`src/hw/rtl/qcr_pkg.sv`:
```
// shared constants for the quad clip and uv remap block
`timescale 1ns / 1ps

package qcr_pkg;

	localparam int COORD_BITS_DEF = 16;
	localparam int VCNT_BITS_DEF  = 16;

	// texture coordinates and tags are fixed 16-bit values
	localparam int TEX_BITS = 16;

	// one quotient bit per divide step
	localparam int DIV_CNT_BITS = $clog2(TEX_BITS);

	localparam int CFG_INDEX_BITS = 3;

	localparam logic [CFG_INDEX_BITS-1:0] CFG_CLIP_ENABLE = 3'd0;
	localparam logic [CFG_INDEX_BITS-1:0] CFG_CLIP_LEFT   = 3'd1;
	localparam logic [CFG_INDEX_BITS-1:0] CFG_CLIP_TOP    = 3'd2;
	localparam logic [CFG_INDEX_BITS-1:0] CFG_CLIP_WIDTH  = 3'd3;
	localparam logic [CFG_INDEX_BITS-1:0] CFG_CLIP_HEIGHT = 3'd4;

	localparam logic OP_DRAW        = 1'b0;
	localparam logic OP_FRAME_START = 1'b1;

endpackage

```
`src/hw/rtl/qcr_if.sv`:
```
// quad input and vertex output channel interfaces
`timescale 1ns / 1ps

interface qcr_in_if #(
	parameter int COORD_BITS = qcr_pkg::COORD_BITS_DEF
);
	logic                              valid;
	logic                              ready;
	logic                              operation;
	logic signed [COORD_BITS-1:0]      quad_x;
	logic signed [COORD_BITS-1:0]      quad_y;
	logic signed [COORD_BITS-1:0]      quad_w;
	logic signed [COORD_BITS-1:0]      quad_h;
	logic [qcr_pkg::TEX_BITS-1:0]      u_start;
	logic [qcr_pkg::TEX_BITS-1:0]      v_start;
	logic [qcr_pkg::TEX_BITS-1:0]      u_end;
	logic [qcr_pkg::TEX_BITS-1:0]      v_end;
	logic [qcr_pkg::TEX_BITS-1:0]      texture_id;

	modport source (
		output valid, operation, quad_x, quad_y, quad_w, quad_h,
		output u_start, v_start, u_end, v_end, texture_id,
		input  ready
	);
	modport sink (
		input  valid, operation, quad_x, quad_y, quad_w, quad_h,
		input  u_start, v_start, u_end, v_end, texture_id,
		output ready
	);
endinterface

interface qcr_out_if #(
	parameter int COORD_BITS        = qcr_pkg::COORD_BITS_DEF,
	parameter int VERTEX_COUNT_BITS = qcr_pkg::VCNT_BITS_DEF
);
	logic                              valid;
	logic                              ready;
	logic signed [COORD_BITS-1:0]      pos_x;
	logic signed [COORD_BITS-1:0]      pos_y;
	logic [qcr_pkg::TEX_BITS-1:0]      tex_u;
	logic [qcr_pkg::TEX_BITS-1:0]      tex_v;
	logic signed [COORD_BITS-1:0]      orig_left;
	logic signed [COORD_BITS-1:0]      orig_top;
	logic signed [COORD_BITS-1:0]      orig_right;
	logic signed [COORD_BITS-1:0]      orig_bottom;
	logic [VERTEX_COUNT_BITS-1:0]      vertex_number;
	logic [qcr_pkg::TEX_BITS-1:0]      out_texture_id;
	logic                              last;

	modport source (
		output valid, pos_x, pos_y, tex_u, tex_v,
		output orig_left, orig_top, orig_right, orig_bottom,
		output vertex_number, out_texture_id, last,
		input  ready
	);
	modport sink (
		input  valid, pos_x, pos_y, tex_u, tex_v,
		input  orig_left, orig_top, orig_right, orig_bottom,
		input  vertex_number, out_texture_id, last,
		output ready
	);
endinterface

```
`src/hw/rtl/qcr_cfg_regs.sv`:
```
// clip rectangle configuration registers
`timescale 1ns / 1ps

module qcr_cfg_regs #(
	parameter int COORD_BITS = qcr_pkg::COORD_BITS_DEF
) (
	input  logic                                  clk,
	input  logic                                  arst_n,
	input  logic                                  we,
	input  logic [qcr_pkg::CFG_INDEX_BITS-1:0]    index,
	input  logic [COORD_BITS-1:0]                 data,
	output logic                                  clip_enable,
	output logic signed [COORD_BITS-1:0]          clip_left,
	output logic signed [COORD_BITS-1:0]          clip_top,
	output logic [COORD_BITS-2:0]                 clip_width,
	output logic [COORD_BITS-2:0]                 clip_height
);

	logic                         enable_q;
	logic [COORD_BITS-1:0]        left_q;
	logic [COORD_BITS-1:0]        top_q;
	logic [COORD_BITS-2:0]        width_q;
	logic [COORD_BITS-2:0]        height_q;

	always_ff @(posedge clk or negedge arst_n) begin
		if (!arst_n) begin
			enable_q <= 1'b0;
			left_q   <= '0;
			top_q    <= '0;
			width_q  <= '0;
			height_q <= '0;
		end else if (we) begin
			case (index)
				qcr_pkg::CFG_CLIP_ENABLE: enable_q <= data[0];
				qcr_pkg::CFG_CLIP_LEFT:   left_q   <= data;
				qcr_pkg::CFG_CLIP_TOP:    top_q    <= data;
				qcr_pkg::CFG_CLIP_WIDTH:  width_q  <= data[COORD_BITS-2:0];
				qcr_pkg::CFG_CLIP_HEIGHT: height_q <= data[COORD_BITS-2:0];
				default: ;
			endcase
		end
	end

	assign clip_enable = enable_q;
	assign clip_left   = left_q;
	assign clip_top    = top_q;
	assign clip_width  = width_q;
	assign clip_height = height_q;

endmodule

```
`src/hw/rtl/qcr_remap_unit.sv`:
```
// shared texture remap unit: one multiply then a bit-serial divide
`timescale 1ns / 1ps

module qcr_remap_unit #(
	parameter int COORD_BITS = qcr_pkg::COORD_BITS_DEF
) (
	input  logic                               clk,
	input  logic                               arst_n,
	input  logic                               start,
	input  logic [COORD_BITS-2:0]              off,
	input  logic [COORD_BITS-2:0]              len,
	input  logic [qcr_pkg::TEX_BITS-1:0]       t0,
	input  logic [qcr_pkg::TEX_BITS-1:0]       t1,
	output logic                               done,
	output logic [qcr_pkg::TEX_BITS-1:0]       result
);

	localparam int TB = qcr_pkg::TEX_BITS;
	localparam int PB = COORD_BITS - 1 + TB;

	typedef enum logic [1:0] {R_IDLE, R_MUL, R_DIV, R_FIN} rstate_t;

	rstate_t                          state_q;
	logic [COORD_BITS-2:0]            off_q;
	logic [COORD_BITS-2:0]            len_q;
	logic [TB-1:0]                    t0_q;
	logic [TB-1:0]                    mag_q;
	logic                             neg_q;
	logic [COORD_BITS-2:0]            rem_q;
	logic [TB-1:0]                    low_q;
	logic [TB-1:0]                    quot_q;
	logic [qcr_pkg::DIV_CNT_BITS-1:0] cnt_q;

	logic [PB-1:0]                    prod;
	logic [COORD_BITS-1:0]            trial;
	logic [COORD_BITS-1:0]            len_ext;
	logic                             ge;
	logic [COORD_BITS-1:0]            diff;

	assign prod    = PB'(off_q) * PB'(mag_q);
	assign trial   = {rem_q, low_q[TB-1]};
	assign len_ext = {1'b0, len_q};
	assign ge      = trial >= len_ext;
	assign diff    = trial - len_ext;

	always_ff @(posedge clk or negedge arst_n) begin
		if (!arst_n) begin
			state_q <= R_IDLE;
			off_q   <= '0;
			len_q   <= '0;
			t0_q    <= '0;
			mag_q   <= '0;
			neg_q   <= 1'b0;
			rem_q   <= '0;
			low_q   <= '0;
			quot_q  <= '0;
			cnt_q   <= '0;
		end else begin
			case (state_q)
				R_IDLE: begin
					if (start) begin
						off_q   <= off;
						len_q   <= len;
						t0_q    <= t0;
						neg_q   <= t1 < t0;
						mag_q   <= (t1 < t0) ? (t0 - t1) : (t1 - t0);
						state_q <= R_MUL;
					end
				end
				R_MUL: begin
					// product < len * 2^16, so the high part is already below len
					rem_q   <= prod[PB-1:TB];
					low_q   <= prod[TB-1:0];
					quot_q  <= '0;
					cnt_q   <= '0;
					state_q <= R_DIV;
				end
				R_DIV: begin
					rem_q  <= ge ? diff[COORD_BITS-2:0] : trial[COORD_BITS-2:0];
					low_q  <= {low_q[TB-2:0], 1'b0};
					quot_q <= {quot_q[TB-2:0], ge};
					cnt_q  <= cnt_q + 1'b1;
					if (cnt_q == qcr_pkg::DIV_CNT_BITS'(TB - 1)) begin
						state_q <= R_FIN;
					end
				end
				R_FIN: begin
					state_q <= R_IDLE;
				end
				default: state_q <= R_IDLE;
			endcase
		end
	end

	// magnitude divide truncates toward zero, sign applied afterwards
	assign done   = state_q == R_FIN;
	assign result = neg_q ? (t0_q - quot_q) : (t0_q + quot_q);

endmodule

```
`src/hw/rtl/quad_clip_uv_remap.sv`:
```
// top level: scissor clip of a textured quad with uv remap, four vertices out
//
//  channel   dir  handshake          carries
//  cfg       in   cfg_we             clip register index and value
//  in_ch     in   valid / ready      one quad or a frame start
//  out_ch    out  valid / ready      one corner vertex per transfer
//
// a clipped quad runs four remaps on one shared multiply/divide unit, each made of
// start, multiply, 16 divide steps and finish, then gives one vertex per cycle while
// out_ch is ready; an unclipped quad goes from the clip state straight to its vertices,
// and frame starts and culled quads give no vertices.
// in_ch is ready only while idle; out_ch stalls hold the vertex in place.
// reset clears the clip registers and the vertex counter.
`timescale 1ns / 1ps

module quad_clip_uv_remap #(
	parameter int COORD_BITS        = qcr_pkg::COORD_BITS_DEF,
	parameter int VERTEX_COUNT_BITS = qcr_pkg::VCNT_BITS_DEF
) (
	input  logic                               clk,
	input  logic                               arst_n,
	input  logic                               cfg_we,
	input  logic [qcr_pkg::CFG_INDEX_BITS-1:0] cfg_index,
	input  logic [COORD_BITS-1:0]              cfg_data,
	qcr_in_if.sink                             in_ch,
	qcr_out_if.source                          out_ch
);

	localparam int CB = COORD_BITS;
	localparam int TB = qcr_pkg::TEX_BITS;

	typedef enum logic [2:0] {S_IDLE, S_CLIP, S_RSTART, S_RWAIT, S_EMIT} state_t;

	function automatic logic signed [CB-1:0] sat_coord(input logic signed [CB:0] v);
		logic signed [CB-1:0] r;
		if (v[CB] != v[CB-1]) begin
			r = v[CB] ? {1'b1, {(CB-1){1'b0}}} : {1'b0, {(CB-1){1'b1}}};
		end else begin
			r = v[CB-1:0];
		end
		return r;
	endfunction

	logic                     clip_enable;
	logic signed [CB-1:0]     clip_left;
	logic signed [CB-1:0]     clip_top;
	logic [CB-2:0]            clip_width;
	logic [CB-2:0]            clip_height;

	state_t                   state_q;
	logic [1:0]               idx_q;
	logic [VERTEX_COUNT_BITS-1:0] vcnt_q;
	logic signed [CB-1:0]     qx_q, qy_q, qw_q, qh_q;
	logic [TB-1:0]            u0_q, v0_q, u1_q, v1_q, tex_q;
	logic [TB-1:0]            tex_hold_q;
	logic signed [CB:0]       x1_q, x2_q, y1_q, y2_q;
	logic signed [CB-1:0]     orig_right_q, orig_bottom_q;

	logic signed [CB:0]       qx_e, qy_e, qw_e, qh_e, cl_e, ct_e;
	logic signed [CB:0]       qr, qb, cr, cb, cx1, cx2, cy1, cy2;
	logic                     do_clip;

	logic                     r_start;
	logic                     r_done;
	logic [TB-1:0]            r_result;
	logic signed [CB:0]       r_off_full;
	logic [CB-2:0]            r_len;
	logic [TB-1:0]            r_t0, r_t1;

	logic                     in_xfer, out_xfer;

	qcr_cfg_regs #(.COORD_BITS(CB)) u_cfg (
		.clk         (clk),
		.arst_n      (arst_n),
		.we          (cfg_we),
		.index       (cfg_index),
		.data        (cfg_data),
		.clip_enable (clip_enable),
		.clip_left   (clip_left),
		.clip_top    (clip_top),
		.clip_width  (clip_width),
		.clip_height (clip_height)
	);

	qcr_remap_unit #(.COORD_BITS(CB)) u_remap (
		.clk    (clk),
		.arst_n (arst_n),
		.start  (r_start),
		.off    (r_off_full[CB-2:0]),
		.len    (r_len),
		.t0     (r_t0),
		.t1     (r_t1),
		.done   (r_done),
		.result (r_result)
	);

	// exact edges, one bit wider than a coordinate
	assign qx_e = {qx_q[CB-1], qx_q};
	assign qy_e = {qy_q[CB-1], qy_q};
	assign qw_e = {qw_q[CB-1], qw_q};
	assign qh_e = {qh_q[CB-1], qh_q};
	assign cl_e = {clip_left[CB-1], clip_left};
	assign ct_e = {clip_top[CB-1], clip_top};
	assign qr   = qx_e + qw_e;
	assign qb   = qy_e + qh_e;
	assign cr   = cl_e + {2'b00, clip_width};
	assign cb   = ct_e + {2'b00, clip_height};
	assign cx1  = (qx_e > cl_e) ? qx_e : cl_e;
	assign cy1  = (qy_e > ct_e) ? qy_e : ct_e;
	assign cx2  = (qr < cr) ? qr : cr;
	assign cy2  = (qb < cb) ? qb : cb;

	assign do_clip = clip_enable && !qw_q[CB-1] && (qw_q != '0)
		&& !qh_q[CB-1] && (qh_q != '0);

	// remap operand select: left u, right u, top v, bottom v
	always_comb begin
		case (idx_q)
			2'd0: r_off_full = x1_q - qx_e;
			2'd1: r_off_full = x2_q - qx_e;
			2'd2: r_off_full = y1_q - qy_e;
			2'd3: r_off_full = y2_q - qy_e;
			default: r_off_full = '0;
		endcase
	end
	assign r_len   = idx_q[1] ? qh_q[CB-2:0] : qw_q[CB-2:0];
	assign r_t0    = idx_q[1] ? v0_q : u0_q;
	assign r_t1    = idx_q[1] ? v1_q : u1_q;
	assign r_start = state_q == S_RSTART;

	assign in_ch.ready = state_q == S_IDLE;
	assign in_xfer     = in_ch.valid && in_ch.ready;
	assign out_xfer    = out_ch.valid && out_ch.ready;

	always_ff @(posedge clk or negedge arst_n) begin
		if (!arst_n) begin
			state_q       <= S_IDLE;
			idx_q         <= '0;
			vcnt_q        <= '0;
			qx_q          <= '0;
			qy_q          <= '0;
			qw_q          <= '0;
			qh_q          <= '0;
			u0_q          <= '0;
			v0_q          <= '0;
			u1_q          <= '0;
			v1_q          <= '0;
			tex_q         <= '0;
			tex_hold_q    <= '0;
			x1_q          <= '0;
			x2_q          <= '0;
			y1_q          <= '0;
			y2_q          <= '0;
			orig_right_q  <= '0;
			orig_bottom_q <= '0;
		end else begin
			case (state_q)
				S_IDLE: begin
					if (in_xfer) begin
						if (in_ch.operation == qcr_pkg::OP_FRAME_START) begin
							vcnt_q <= '0;
						end else begin
							qx_q    <= in_ch.quad_x;
							qy_q    <= in_ch.quad_y;
							qw_q    <= in_ch.quad_w;
							qh_q    <= in_ch.quad_h;
							u0_q    <= in_ch.u_start;
							v0_q    <= in_ch.v_start;
							u1_q    <= in_ch.u_end;
							v1_q    <= in_ch.v_end;
							tex_q   <= in_ch.texture_id;
							state_q <= S_CLIP;
						end
					end
				end
				S_CLIP: begin
					orig_right_q  <= sat_coord(qr);
					orig_bottom_q <= sat_coord(qb);
					idx_q         <= '0;
					if (do_clip) begin
						x1_q <= cx1;
						x2_q <= cx2;
						y1_q <= cy1;
						y2_q <= cy2;
						// empty intersection: quad culled, counter untouched
						if (cx1 >= cx2 || cy1 >= cy2) begin
							state_q <= S_IDLE;
						end else begin
							state_q <= S_RSTART;
						end
					end else begin
						x1_q    <= qx_e;
						x2_q    <= qr;
						y1_q    <= qy_e;
						y2_q    <= qb;
						state_q <= S_EMIT;
					end
				end
				S_RSTART: begin
					state_q <= S_RWAIT;
				end
				S_RWAIT: begin
					if (r_done) begin
						// both remaps of an axis need the original span, so the
						// first result waits until the second is done
						case (idx_q)
							2'd0: tex_hold_q <= r_result;
							2'd1: begin
								u0_q <= tex_hold_q;
								u1_q <= r_result;
							end
							2'd2: tex_hold_q <= r_result;
							2'd3: begin
								v0_q <= tex_hold_q;
								v1_q <= r_result;
							end
							default: ;
						endcase
						idx_q <= idx_q + 1'b1;
						if (idx_q == 2'd3) begin
							state_q <= S_EMIT;
						end else begin
							state_q <= S_RSTART;
						end
					end
				end
				S_EMIT: begin
					if (out_xfer) begin
						vcnt_q <= vcnt_q + 1'b1;
						idx_q  <= idx_q + 1'b1;
						if (idx_q == 2'd3) begin
							state_q <= S_IDLE;
						end
					end
				end
				default: state_q <= S_IDLE;
			endcase
		end
	end

	// idx_q walks the corners: bit 0 picks right, bit 1 picks bottom
	assign out_ch.valid          = state_q == S_EMIT;
	assign out_ch.pos_x          = sat_coord(idx_q[0] ? x2_q : x1_q);
	assign out_ch.pos_y          = sat_coord(idx_q[1] ? y2_q : y1_q);
	assign out_ch.tex_u          = idx_q[0] ? u1_q : u0_q;
	assign out_ch.tex_v          = idx_q[1] ? v1_q : v0_q;
	assign out_ch.orig_left      = qx_q;
	assign out_ch.orig_top       = qy_q;
	assign out_ch.orig_right     = orig_right_q;
	assign out_ch.orig_bottom    = orig_bottom_q;
	assign out_ch.vertex_number  = vcnt_q;
	assign out_ch.out_texture_id = tex_q;
	assign out_ch.last           = idx_q == 2'd3;

endmodule

```
`src/flat_wrapper.sv`:
```
// flat-port wrapper written by rule: the top's interface ports become plain ports
module quad_clip_uv_remap_flat 
#(
	parameter int COORD_BITS        = qcr_pkg::COORD_BITS_DEF,
	parameter int VERTEX_COUNT_BITS = qcr_pkg::VCNT_BITS_DEF
)
  (clk, arst_n, cfg_we, cfg_index, cfg_data, in_ch_valid, in_ch_operation, in_ch_quad_x, in_ch_quad_y, in_ch_quad_w, in_ch_quad_h, in_ch_u_start, in_ch_v_start, in_ch_u_end, in_ch_v_end, in_ch_texture_id, in_ch_ready, out_ch_valid, out_ch_pos_x, out_ch_pos_y, out_ch_tex_u, out_ch_tex_v, out_ch_orig_left, out_ch_orig_top, out_ch_orig_right, out_ch_orig_bottom, out_ch_vertex_number, out_ch_out_texture_id, out_ch_last, out_ch_ready);
  qcr_in_if #(.COORD_BITS(COORD_BITS)) in_ch_i ();
  qcr_out_if #(.COORD_BITS(COORD_BITS), .VERTEX_COUNT_BITS(VERTEX_COUNT_BITS)) out_ch_i ();
  input  logic clk;
  input  logic arst_n;
  input  logic cfg_we;
  input  logic [qcr_pkg::CFG_INDEX_BITS-1:0] cfg_index;
  input  logic [COORD_BITS-1:0] cfg_data;
  input wire logic [$bits(in_ch_i.valid)-1:0] in_ch_valid;
  input wire logic [$bits(in_ch_i.operation)-1:0] in_ch_operation;
  input wire logic [$bits(in_ch_i.quad_x)-1:0] in_ch_quad_x;
  input wire logic [$bits(in_ch_i.quad_y)-1:0] in_ch_quad_y;
  input wire logic [$bits(in_ch_i.quad_w)-1:0] in_ch_quad_w;
  input wire logic [$bits(in_ch_i.quad_h)-1:0] in_ch_quad_h;
  input wire logic [$bits(in_ch_i.u_start)-1:0] in_ch_u_start;
  input wire logic [$bits(in_ch_i.v_start)-1:0] in_ch_v_start;
  input wire logic [$bits(in_ch_i.u_end)-1:0] in_ch_u_end;
  input wire logic [$bits(in_ch_i.v_end)-1:0] in_ch_v_end;
  input wire logic [$bits(in_ch_i.texture_id)-1:0] in_ch_texture_id;
  output wire logic [$bits(in_ch_i.ready)-1:0] in_ch_ready;
  output wire logic [$bits(out_ch_i.valid)-1:0] out_ch_valid;
  output wire logic [$bits(out_ch_i.pos_x)-1:0] out_ch_pos_x;
  output wire logic [$bits(out_ch_i.pos_y)-1:0] out_ch_pos_y;
  output wire logic [$bits(out_ch_i.tex_u)-1:0] out_ch_tex_u;
  output wire logic [$bits(out_ch_i.tex_v)-1:0] out_ch_tex_v;
  output wire logic [$bits(out_ch_i.orig_left)-1:0] out_ch_orig_left;
  output wire logic [$bits(out_ch_i.orig_top)-1:0] out_ch_orig_top;
  output wire logic [$bits(out_ch_i.orig_right)-1:0] out_ch_orig_right;
  output wire logic [$bits(out_ch_i.orig_bottom)-1:0] out_ch_orig_bottom;
  output wire logic [$bits(out_ch_i.vertex_number)-1:0] out_ch_vertex_number;
  output wire logic [$bits(out_ch_i.out_texture_id)-1:0] out_ch_out_texture_id;
  output wire logic [$bits(out_ch_i.last)-1:0] out_ch_last;
  input wire logic [$bits(out_ch_i.ready)-1:0] out_ch_ready;
  assign in_ch_i.valid = in_ch_valid;
  assign in_ch_i.operation = in_ch_operation;
  assign in_ch_i.quad_x = in_ch_quad_x;
  assign in_ch_i.quad_y = in_ch_quad_y;
  assign in_ch_i.quad_w = in_ch_quad_w;
  assign in_ch_i.quad_h = in_ch_quad_h;
  assign in_ch_i.u_start = in_ch_u_start;
  assign in_ch_i.v_start = in_ch_v_start;
  assign in_ch_i.u_end = in_ch_u_end;
  assign in_ch_i.v_end = in_ch_v_end;
  assign in_ch_i.texture_id = in_ch_texture_id;
  assign in_ch_ready = in_ch_i.ready;
  assign out_ch_valid = out_ch_i.valid;
  assign out_ch_pos_x = out_ch_i.pos_x;
  assign out_ch_pos_y = out_ch_i.pos_y;
  assign out_ch_tex_u = out_ch_i.tex_u;
  assign out_ch_tex_v = out_ch_i.tex_v;
  assign out_ch_orig_left = out_ch_i.orig_left;
  assign out_ch_orig_top = out_ch_i.orig_top;
  assign out_ch_orig_right = out_ch_i.orig_right;
  assign out_ch_orig_bottom = out_ch_i.orig_bottom;
  assign out_ch_vertex_number = out_ch_i.vertex_number;
  assign out_ch_out_texture_id = out_ch_i.out_texture_id;
  assign out_ch_last = out_ch_i.last;
  assign out_ch_i.ready = out_ch_ready;
  quad_clip_uv_remap #(.COORD_BITS(COORD_BITS), .VERTEX_COUNT_BITS(VERTEX_COUNT_BITS)) u_core (.clk(clk), .arst_n(arst_n), .cfg_we(cfg_we), .cfg_index(cfg_index), .cfg_data(cfg_data), .in_ch(in_ch_i), .out_ch(out_ch_i));
endmodule
```
`config.mk`:
```
export PLATFORM = sky130hd
export DESIGN_NAME = quad_clip_uv_remap_flat
export DESIGN_NICKNAME = d
export VERILOG_FILES = /design/src/hw/rtl/qcr_pkg.sv /design/src/hw/rtl/qcr_if.sv /design/src/hw/rtl/qcr_cfg_regs.sv /design/src/hw/rtl/qcr_remap_unit.sv /design/src/hw/rtl/quad_clip_uv_remap.sv /design/src/flat_wrapper.sv
export SDC_FILE = /design/constraint.sdc
export NUM_CORES = 2
export LEC_CHECK = 0
export BUFFER_PORTS_ARGS = -buffer_cell sky130_fd_sc_hd__buf_2
export CAP_MARGIN = 20
export CORE_UTILIZATION = 60
export DETAILED_ROUTE_END_ITERATION = 10
export GPL_TIMING_DRIVEN = 0
export PLACE_DENSITY = 0.8
export SYNTH_ARGS = -nofsm -noshare
export SYNTH_HDL_FRONTEND = slang
export SYNTH_HIERARCHICAL = 1
export SYNTH_SLANG_ARGS = --single-unit
```
`constraint.sdc`:
```
create_clock -name clk -period 8.1 [get_ports clk]
set_clock_uncertainty 0.05 [all_clocks]
set_input_delay 2.43 -clock clk [delete_from_list [all_inputs] [get_ports clk]]
set_output_delay 2.43 -clock clk [all_outputs]
set_load 0.1 [all_outputs]
```
Word level (Yosys, flattened, before mapping)
Cells that the tools add are included.
{ "op_classes": {"addsub": 16, "n_eq_ne": 29, "n_lt_le_gt_ge": 8, "bitwise": 1, "muxes": 70, "multipliers": 1, "n_reduce_logical": 34} }
{ "ops": {"columns": ["operator", "n"], "rows": [
  ["2-to-1 mux 16 bit", 33],
  ["case mux 16 bit (2 select lines)", 7],
  ["2-to-1 mux 17 bit", 10],
  ["subtractor 15 bit", 5],
  ["adder 16 x 16 -> 17 bit", 4],
  ["case mux 15 bit (4 select lines)", 1],
  ["subtractor 16 bit", 3],
  [">= comparator 17 bit", 2],
  ["< comparator 17 bit", 2],
  ["greater-than comparator 16 bit", 2],
  ["nonzero test 16 bit", 2],
  ["multiplier 15 x 16 -> 31 bit", 1],
  ["2-to-1 mux 15 bit", 2],
  ["case mux 15 bit (2 select lines)", 1],
  ["2-to-1 mux 3 bit", 7],
  ["adder 16 x 1 -> 16 bit (second input constant)", 1],
  ["adder 16 bit", 1],
  [">= comparator 16 x 15 -> 1 bit", 1],
  ["< comparator 16 bit", 1],
  ["!= test 2 bit (second input constant)", 8],
  ["case mux 3 bit (5 select lines)", 1],
  ["AND reduction 5 bit", 3],
  ["AND reduction 2 bit", 7],
  ["== test 3 x 2 -> 1 bit (second input constant)", 4],
  ["24 further kinds", 50]
]} }
{ "totals": {"wordCells": 193, "inputBits": 169, "output_inout_bits": 163, "regBits": 460} }

Depth between registers and ports, before layout
{ "logic_depth": {"ltp_word": 8, "mapped_depth": 33, "mapped_depth_nobuf": 31} }

Cells and area by module
The synthesis kept the hierarchy.
{ "by_module_without_submodules": {"columns": ["mod", "cells_per_inst", "seq_area_each_um2", "area_each_um2", "n_inst"], "rows": [
  ["quad_clip_uv_remap", 2439, 6981.7, 21785.9, 1],
  ["qcr_remap_unit", 1820, 2902.8, 15909.0, 1],
  ["qcr_cfg_regs", 138, 1576.5, 2543.7, 1]
]} }

Least setup slack after synthesis
OpenSTA, ideal clock, no wires.
{ "synth_path": {"path_kind": "register to register", "from": "reg u_core.qy_q[1] (netlist: u_core/out_ch.orig_top[1])", "to": "reg u_core.state_q[1]", "required_ns": 7.967, "period_less_slack_ns": 6.753, "setup_ns": 0.083, "t_arrival_ns": 6.621, "path_stages_with_launch": 28, "path_buffers": 0, "path_slack_ns": 1.347, "cell_sequence": "dfrtp_1 > inv_1 > fa_1 > nand2b_1 > a21o_1 > a211o_1 > a21boi_0 > o21ai_0 > a21boi_0 > a2bb2oi_1 > inv_1 > ha_1 > and4_1 > a311oi_1 > o31ai_4 > nor2_4 > xnor2_4 > mux2_4 > ha_1 > nor2b_1 > o21a_1 > o21ai_0 > nand2b_1 > a21oi_1 > o21ai_0 > a221oi_1 > o311ai_0 > o21ai_0"} }
{ "synth_via": {"elab_chain_len": 8, "word_cells_on_any_way": 10, "cone_classes": "add/sub: 1; order compare: 3; mux: 5; reduce/logical: 1"} }
{ "synth_lines": {"columns": ["element", "line", "source"], "rows": [
  ["start, declared", "quad_clip_uv_remap.sv:53", "logic signed [CB-1:0] qx_q, qy_q, qw_q, qh_q;"],
  ["start signal, assigned", "quad_clip_uv_remap.sv:164", "qy_q <= in_ch.quad_y;"],
  ["adder 16 x 16 -> 17 bit", "quad_clip_uv_remap.sv:105", "assign qb = qy_e + qh_e;"],
  ["< comparator 17 bit", "quad_clip_uv_remap.sv:111", "assign cy2 = (qb < cb) ? qb : cb;"],
  ["2-to-1 mux 17 bit", "quad_clip_uv_remap.sv:111", null],
  [">= comparator 17 bit *", "quad_clip_uv_remap.sv:186", "if (cx1 >= cx2 || cy1 >= cy2) begin"],
  ["logical OR 1 bit *", "quad_clip_uv_remap.sv:186", null],
  ["2-to-1 mux 2 bit *", "quad_clip_uv_remap.sv:186", null],
  ["2-to-1 mux 3 bit *", "quad_clip_uv_remap.sv:180", "if (do_clip) begin"],
  ["case mux 3 bit (5 select lines) *", "quad_clip_uv_remap.sv:157", "case (state_q)"],
  ["end signal, assigned", "quad_clip_uv_remap.sv:187", "state_q <= S_IDLE;"],
  ["end signal, assigned", "quad_clip_uv_remap.sv:189", "state_q <= S_RSTART;"],
  ["end signal, assigned", "quad_clip_uv_remap.sv:196", "state_q <= S_EMIT;"],
  ["end, declared", "quad_clip_uv_remap.sv:50", "state_t state_q;"]
]} }
Every way passes the cells marked *; elsewhere a longest branch is shown, timed or not.
A chain may end at the register's enable or synchronous reset.

Worst setup path in the final report
Same ends and word-level chain as after synthesis.

==> qor.yml <==
die:
  dieArea_sq_um: 68100
  die_w_microns: 261
  pin_count: 332
  fp.dieH_microns: 261
  fp.coreArea_sq_um: 66100
  initial_core_util: 0.609
  core.rowCount: 94
drt:
  drt-initial-drc-count: 3583
  routed_wirelength_microns: 136000
  drc: 4
  avgViaCountPerCell: 6.29
  ant_nets: 0
  vias: 35863
  first_pass_iters: 8
  wl_per_cell_microns: 23.8
critical_path:
  path_max_fanout: 7
  reg2reg_from: "u_core/out_ch.orig_top[1]$_DFFE_PN0P_"
  path_class: "register to register"
  startpoint: "u_core/out_ch.orig_top[1]$_DFFE_PN0P_"
  worstPathRequired_ns: 8.58
  cpPeakStageDelay_ns: 0.59
  reg2reg_slack_ns: 0.25
  crit_slowest_cell: "dfrtp_1"
  timing.rr.end: "u_core/state_q[1]$_DFFE_PN0P_"
  start_kind: "register"
  reg2reg_depth: 27
  critical_path_arrival_ns: 8.33
  critPathCaptureType: "register"
  cpMostUsedCell: "o21ai_0"
  crit_path_end: "u_core/state_q[1]$_DFFE_PN0P_"
sta:
  rsz0062_at_grt: "false"
  setup_viol: 0
  hold_viol: 0
  tns_ns: 0
  fmax_mhz: 127
  min_period_ns: 7.85
  setup_ws_ns: 0.246
  holdWs_ns: 0.434
  slew_headroom: 0.191
  period_share: 0.970
  worst_slew_pin_slew_ns: 1.20
  slew_violations: 0
clock_tree:
  post-cts-setup-buffer-count: 0
  cts_sinks: 458
  hold_buffers: 0
  ctsResizeCount: 0
  insertion_delay_ns: 0.63
  cts_root_buf: "clkbuf_16"
  cts_tree: "yes"
  cts_htree_levels: 2
  cts_made_buffers: 53
  cts_max_path_buffers: 3
  path_clk_slew_ns: 0.06
layout:
  fin_area_sq_um: 45100
  fillers: 5271
  regArea_sq_um: 11500
  multi_input_area_sq_um: 26100
  top_regs: "u_core/x2_q: 17 flops, u_core/y2_q: 17 flops"
  area_growth_pct: 12.1
  final_nets: 5498
  drive_above_1_share: 0.172
logic_synthesis:
  syn_area_sq_um: 40200
  syn_inst: 4397
  async_flop_share: 1.00
  synth_top_flop_cell: "dfrtp_1"
  synth-edff-count: 0
  yosysUniqueCellTypes: 103
  synth_nets: 5105
  ys_warn_count: 6
  ys_seq_area_frac: 0.285
  synth_seq_cells: 458
  syn_area_per_cell_sq_um: 9.15
global_routing:
  grt_pass1_wl_microns: 204000
  antenna_found_initial: 7
  grt_overflow: 0
  grt_start_max_net_pins: 119
  first_global_vias: 35109
  grt_usage: 0.396
placement:
  port_buffers: 331
  place_ws_ns: 0.176
  gp_congestion: 1.05
  dpl.hpwl_microns: 106000
  dpl_cell_area_sq_um: 43100
status:
  violations: "DRC"
  outcome: "finished with violations"
job:
  maxCapViolCount: 0
hold_path:
  whs_path_depth: 2
  holdCritPathClass: "register to register"
-- how the worst min path moves through the flow --
stage / startpoint / endpoint / slack, ns
final: u_core/out_ch.orig_bottom[5]$_DFFE_PN0N_ / u_core/out_ch.orig_bottom[5]$_DFFE_PN0N_ / 0.43
after global routing: u_core/out_ch.orig_bottom[11]$_DFFE_PN0N_ / u_core/out_ch.orig_bottom[11]$_DFFE_PN0N_ / 0.45
after CTS: u_core/out_ch.orig_bottom[10]$_DFFE_PN0N_ / u_core/out_ch.orig_bottom[10]$_DFFE_PN0N_ / 0.43
after detailed placement: u_core/out_ch.orig_bottom[9]$_DFFE_PN0N_ / u_core/out_ch.orig_bottom[9]$_DFFE_PN0N_ / 0.42
after global placement: u_core/out_ch.orig_bottom[9]$_DFFE_PN0N_ / u_core/out_ch.orig_bottom[9]$_DFFE_PN0N_ / 0.41
after floorplan: u_core/u_remap/t0_q[0]$_DFFE_PN0P_ / u_core/u_remap/t0_q[0]$_DFFE_PN0P_ / 0.40
-- cells in the final DEF (no fill, tap or decap), drive strengths merged, types with 30 or more instances in the layout --
cell type and instances:
o21a 30, mux2i 48, ha 349, xor2 61
buf 377, maj3 40, inv 470, a21oi 289
xnor2 97, o21ai 278, nand2b 31, and2 149
nand3 84, nor2b 37, fa 190, o211ai 57
mux2 330, nor2 270, clkbuf 246, nor3 42
a211oi 41, a21o 68, and3 61, a31oi 59
nand2 362, o31ai 53, dfrtp 458
-- Yosys cell counts (8+ instances only) --
cell type,count,share of area
o21ai_0,252,0.031
o21bai_1,21,0.0039
clkbuf_1,177,0.017
a31oi_1,58,0.0090
and3_1,60,0.0093
o31ai_1,49,0.0091
xor2_1,60,0.013
fa_1,190,0.095
nor3_1,42,0.0052
nor4_1,13,0.0020
ha_1,349,0.11
and2_1,147,0.023
nand2_1,362,0.034
nand2b_1,31,0.0048
mux2_2,298,0.083
a21o_1,68,0.013
nand4_1,24,0.0037
dfrtp_1,458,0.28
o211ai_1,56,0.010
a211oi_1,37,0.0069
nor2_1,268,0.025
or3_1,23,0.0036
mux2_4,32,0.012
nor2b_1,37,0.0058
a41oi_1,9,0.0020
buf_2,8,0.0010
o21a_1,30,0.0056
o21ai_1,24,0.0030
xnor2_1,96,0.021
o31a_1,8,0.0017
inv_1,465,0.043
a21boi_0,13,0.0024
a211o_1,10,0.0022
buf_1,18,0.0017
nand3_1,83,0.010
a21oi_1,288,0.036
mux2i_1,48,0.012
maj3_1,38,0.0095
-- worst max-delay path: cells and delay by family (launching register included) --
kind | cells | cell delay (ns)
AO/OA/AOI/OAI | 14 | 3.80
adder cells (fa/ha/maj) | 3 | 1.25
AND/OR/NAND/NOR | 6 | 0.98
flip-flops | 1 | 0.59
XOR/XNOR | 1 | 0.38
buffers and inverters | 2 | 0.37
multiplexers | 1 | 0.34
-- layer usage --
metal,part of all wire,global-route usage,vias up
met2,0.45,0.616,2009
met5,0.00038,0,-
met4,0.061,0.220,8
met3,0.11,0.0907,440
li1,-,-,15965
met1,0.39,0.510,17441
-- final cells by class --
| cell class | count | share of cell area |
|---|---|---|
| repair buffers | 338 | 0.0398 |
| flip-flops and latches | 458 | 0.254 |
| multi-input cells | 3256 | 0.579 |
| clock inverters | 30 | 0.0105 |
| clock buffers | 68 | 0.0333 |
| diodes | 5 | 0.000277 |
| plain buffers | 217 | 0.0204 |
| well taps | 864 | 0.0240 |
| inverters | 466 | 0.0388 |
-- through the flow --
stage,utilization,cells
floorplan,-,4397
global placement,0.650,5592
detailed placement,0.652,5598
CTS,0.682,5696
global route,0.682,5699
finish,0.683,5702
-- cell families (layout without fill, tap and decap cells) --
| logic type | Yosys count | count (layout) | synth area share |
|---|---|---|---|
| AND/OR/NAND/NOR | 1133 | 1133 | 0.135 |
| AO/OA/AOI/OAI | 1008 | 1008 | 0.158 |
| buffers and inverters | 683 | 1119 | 0.0663 |
| adder cells (fa/ha/maj) | 579 | 579 | 0.213 |
| flip-flops | 458 | 458 | 0.285 |
| multiplexers | 378 | 378 | 0.107 |
| XOR/XNOR | 158 | 158 | 0.0350 |
| other | 0 | 5 | 0 |
Power is not shown: default switching activity piles up to over one toggle a cycle in this logic, so the estimate is an artifact.
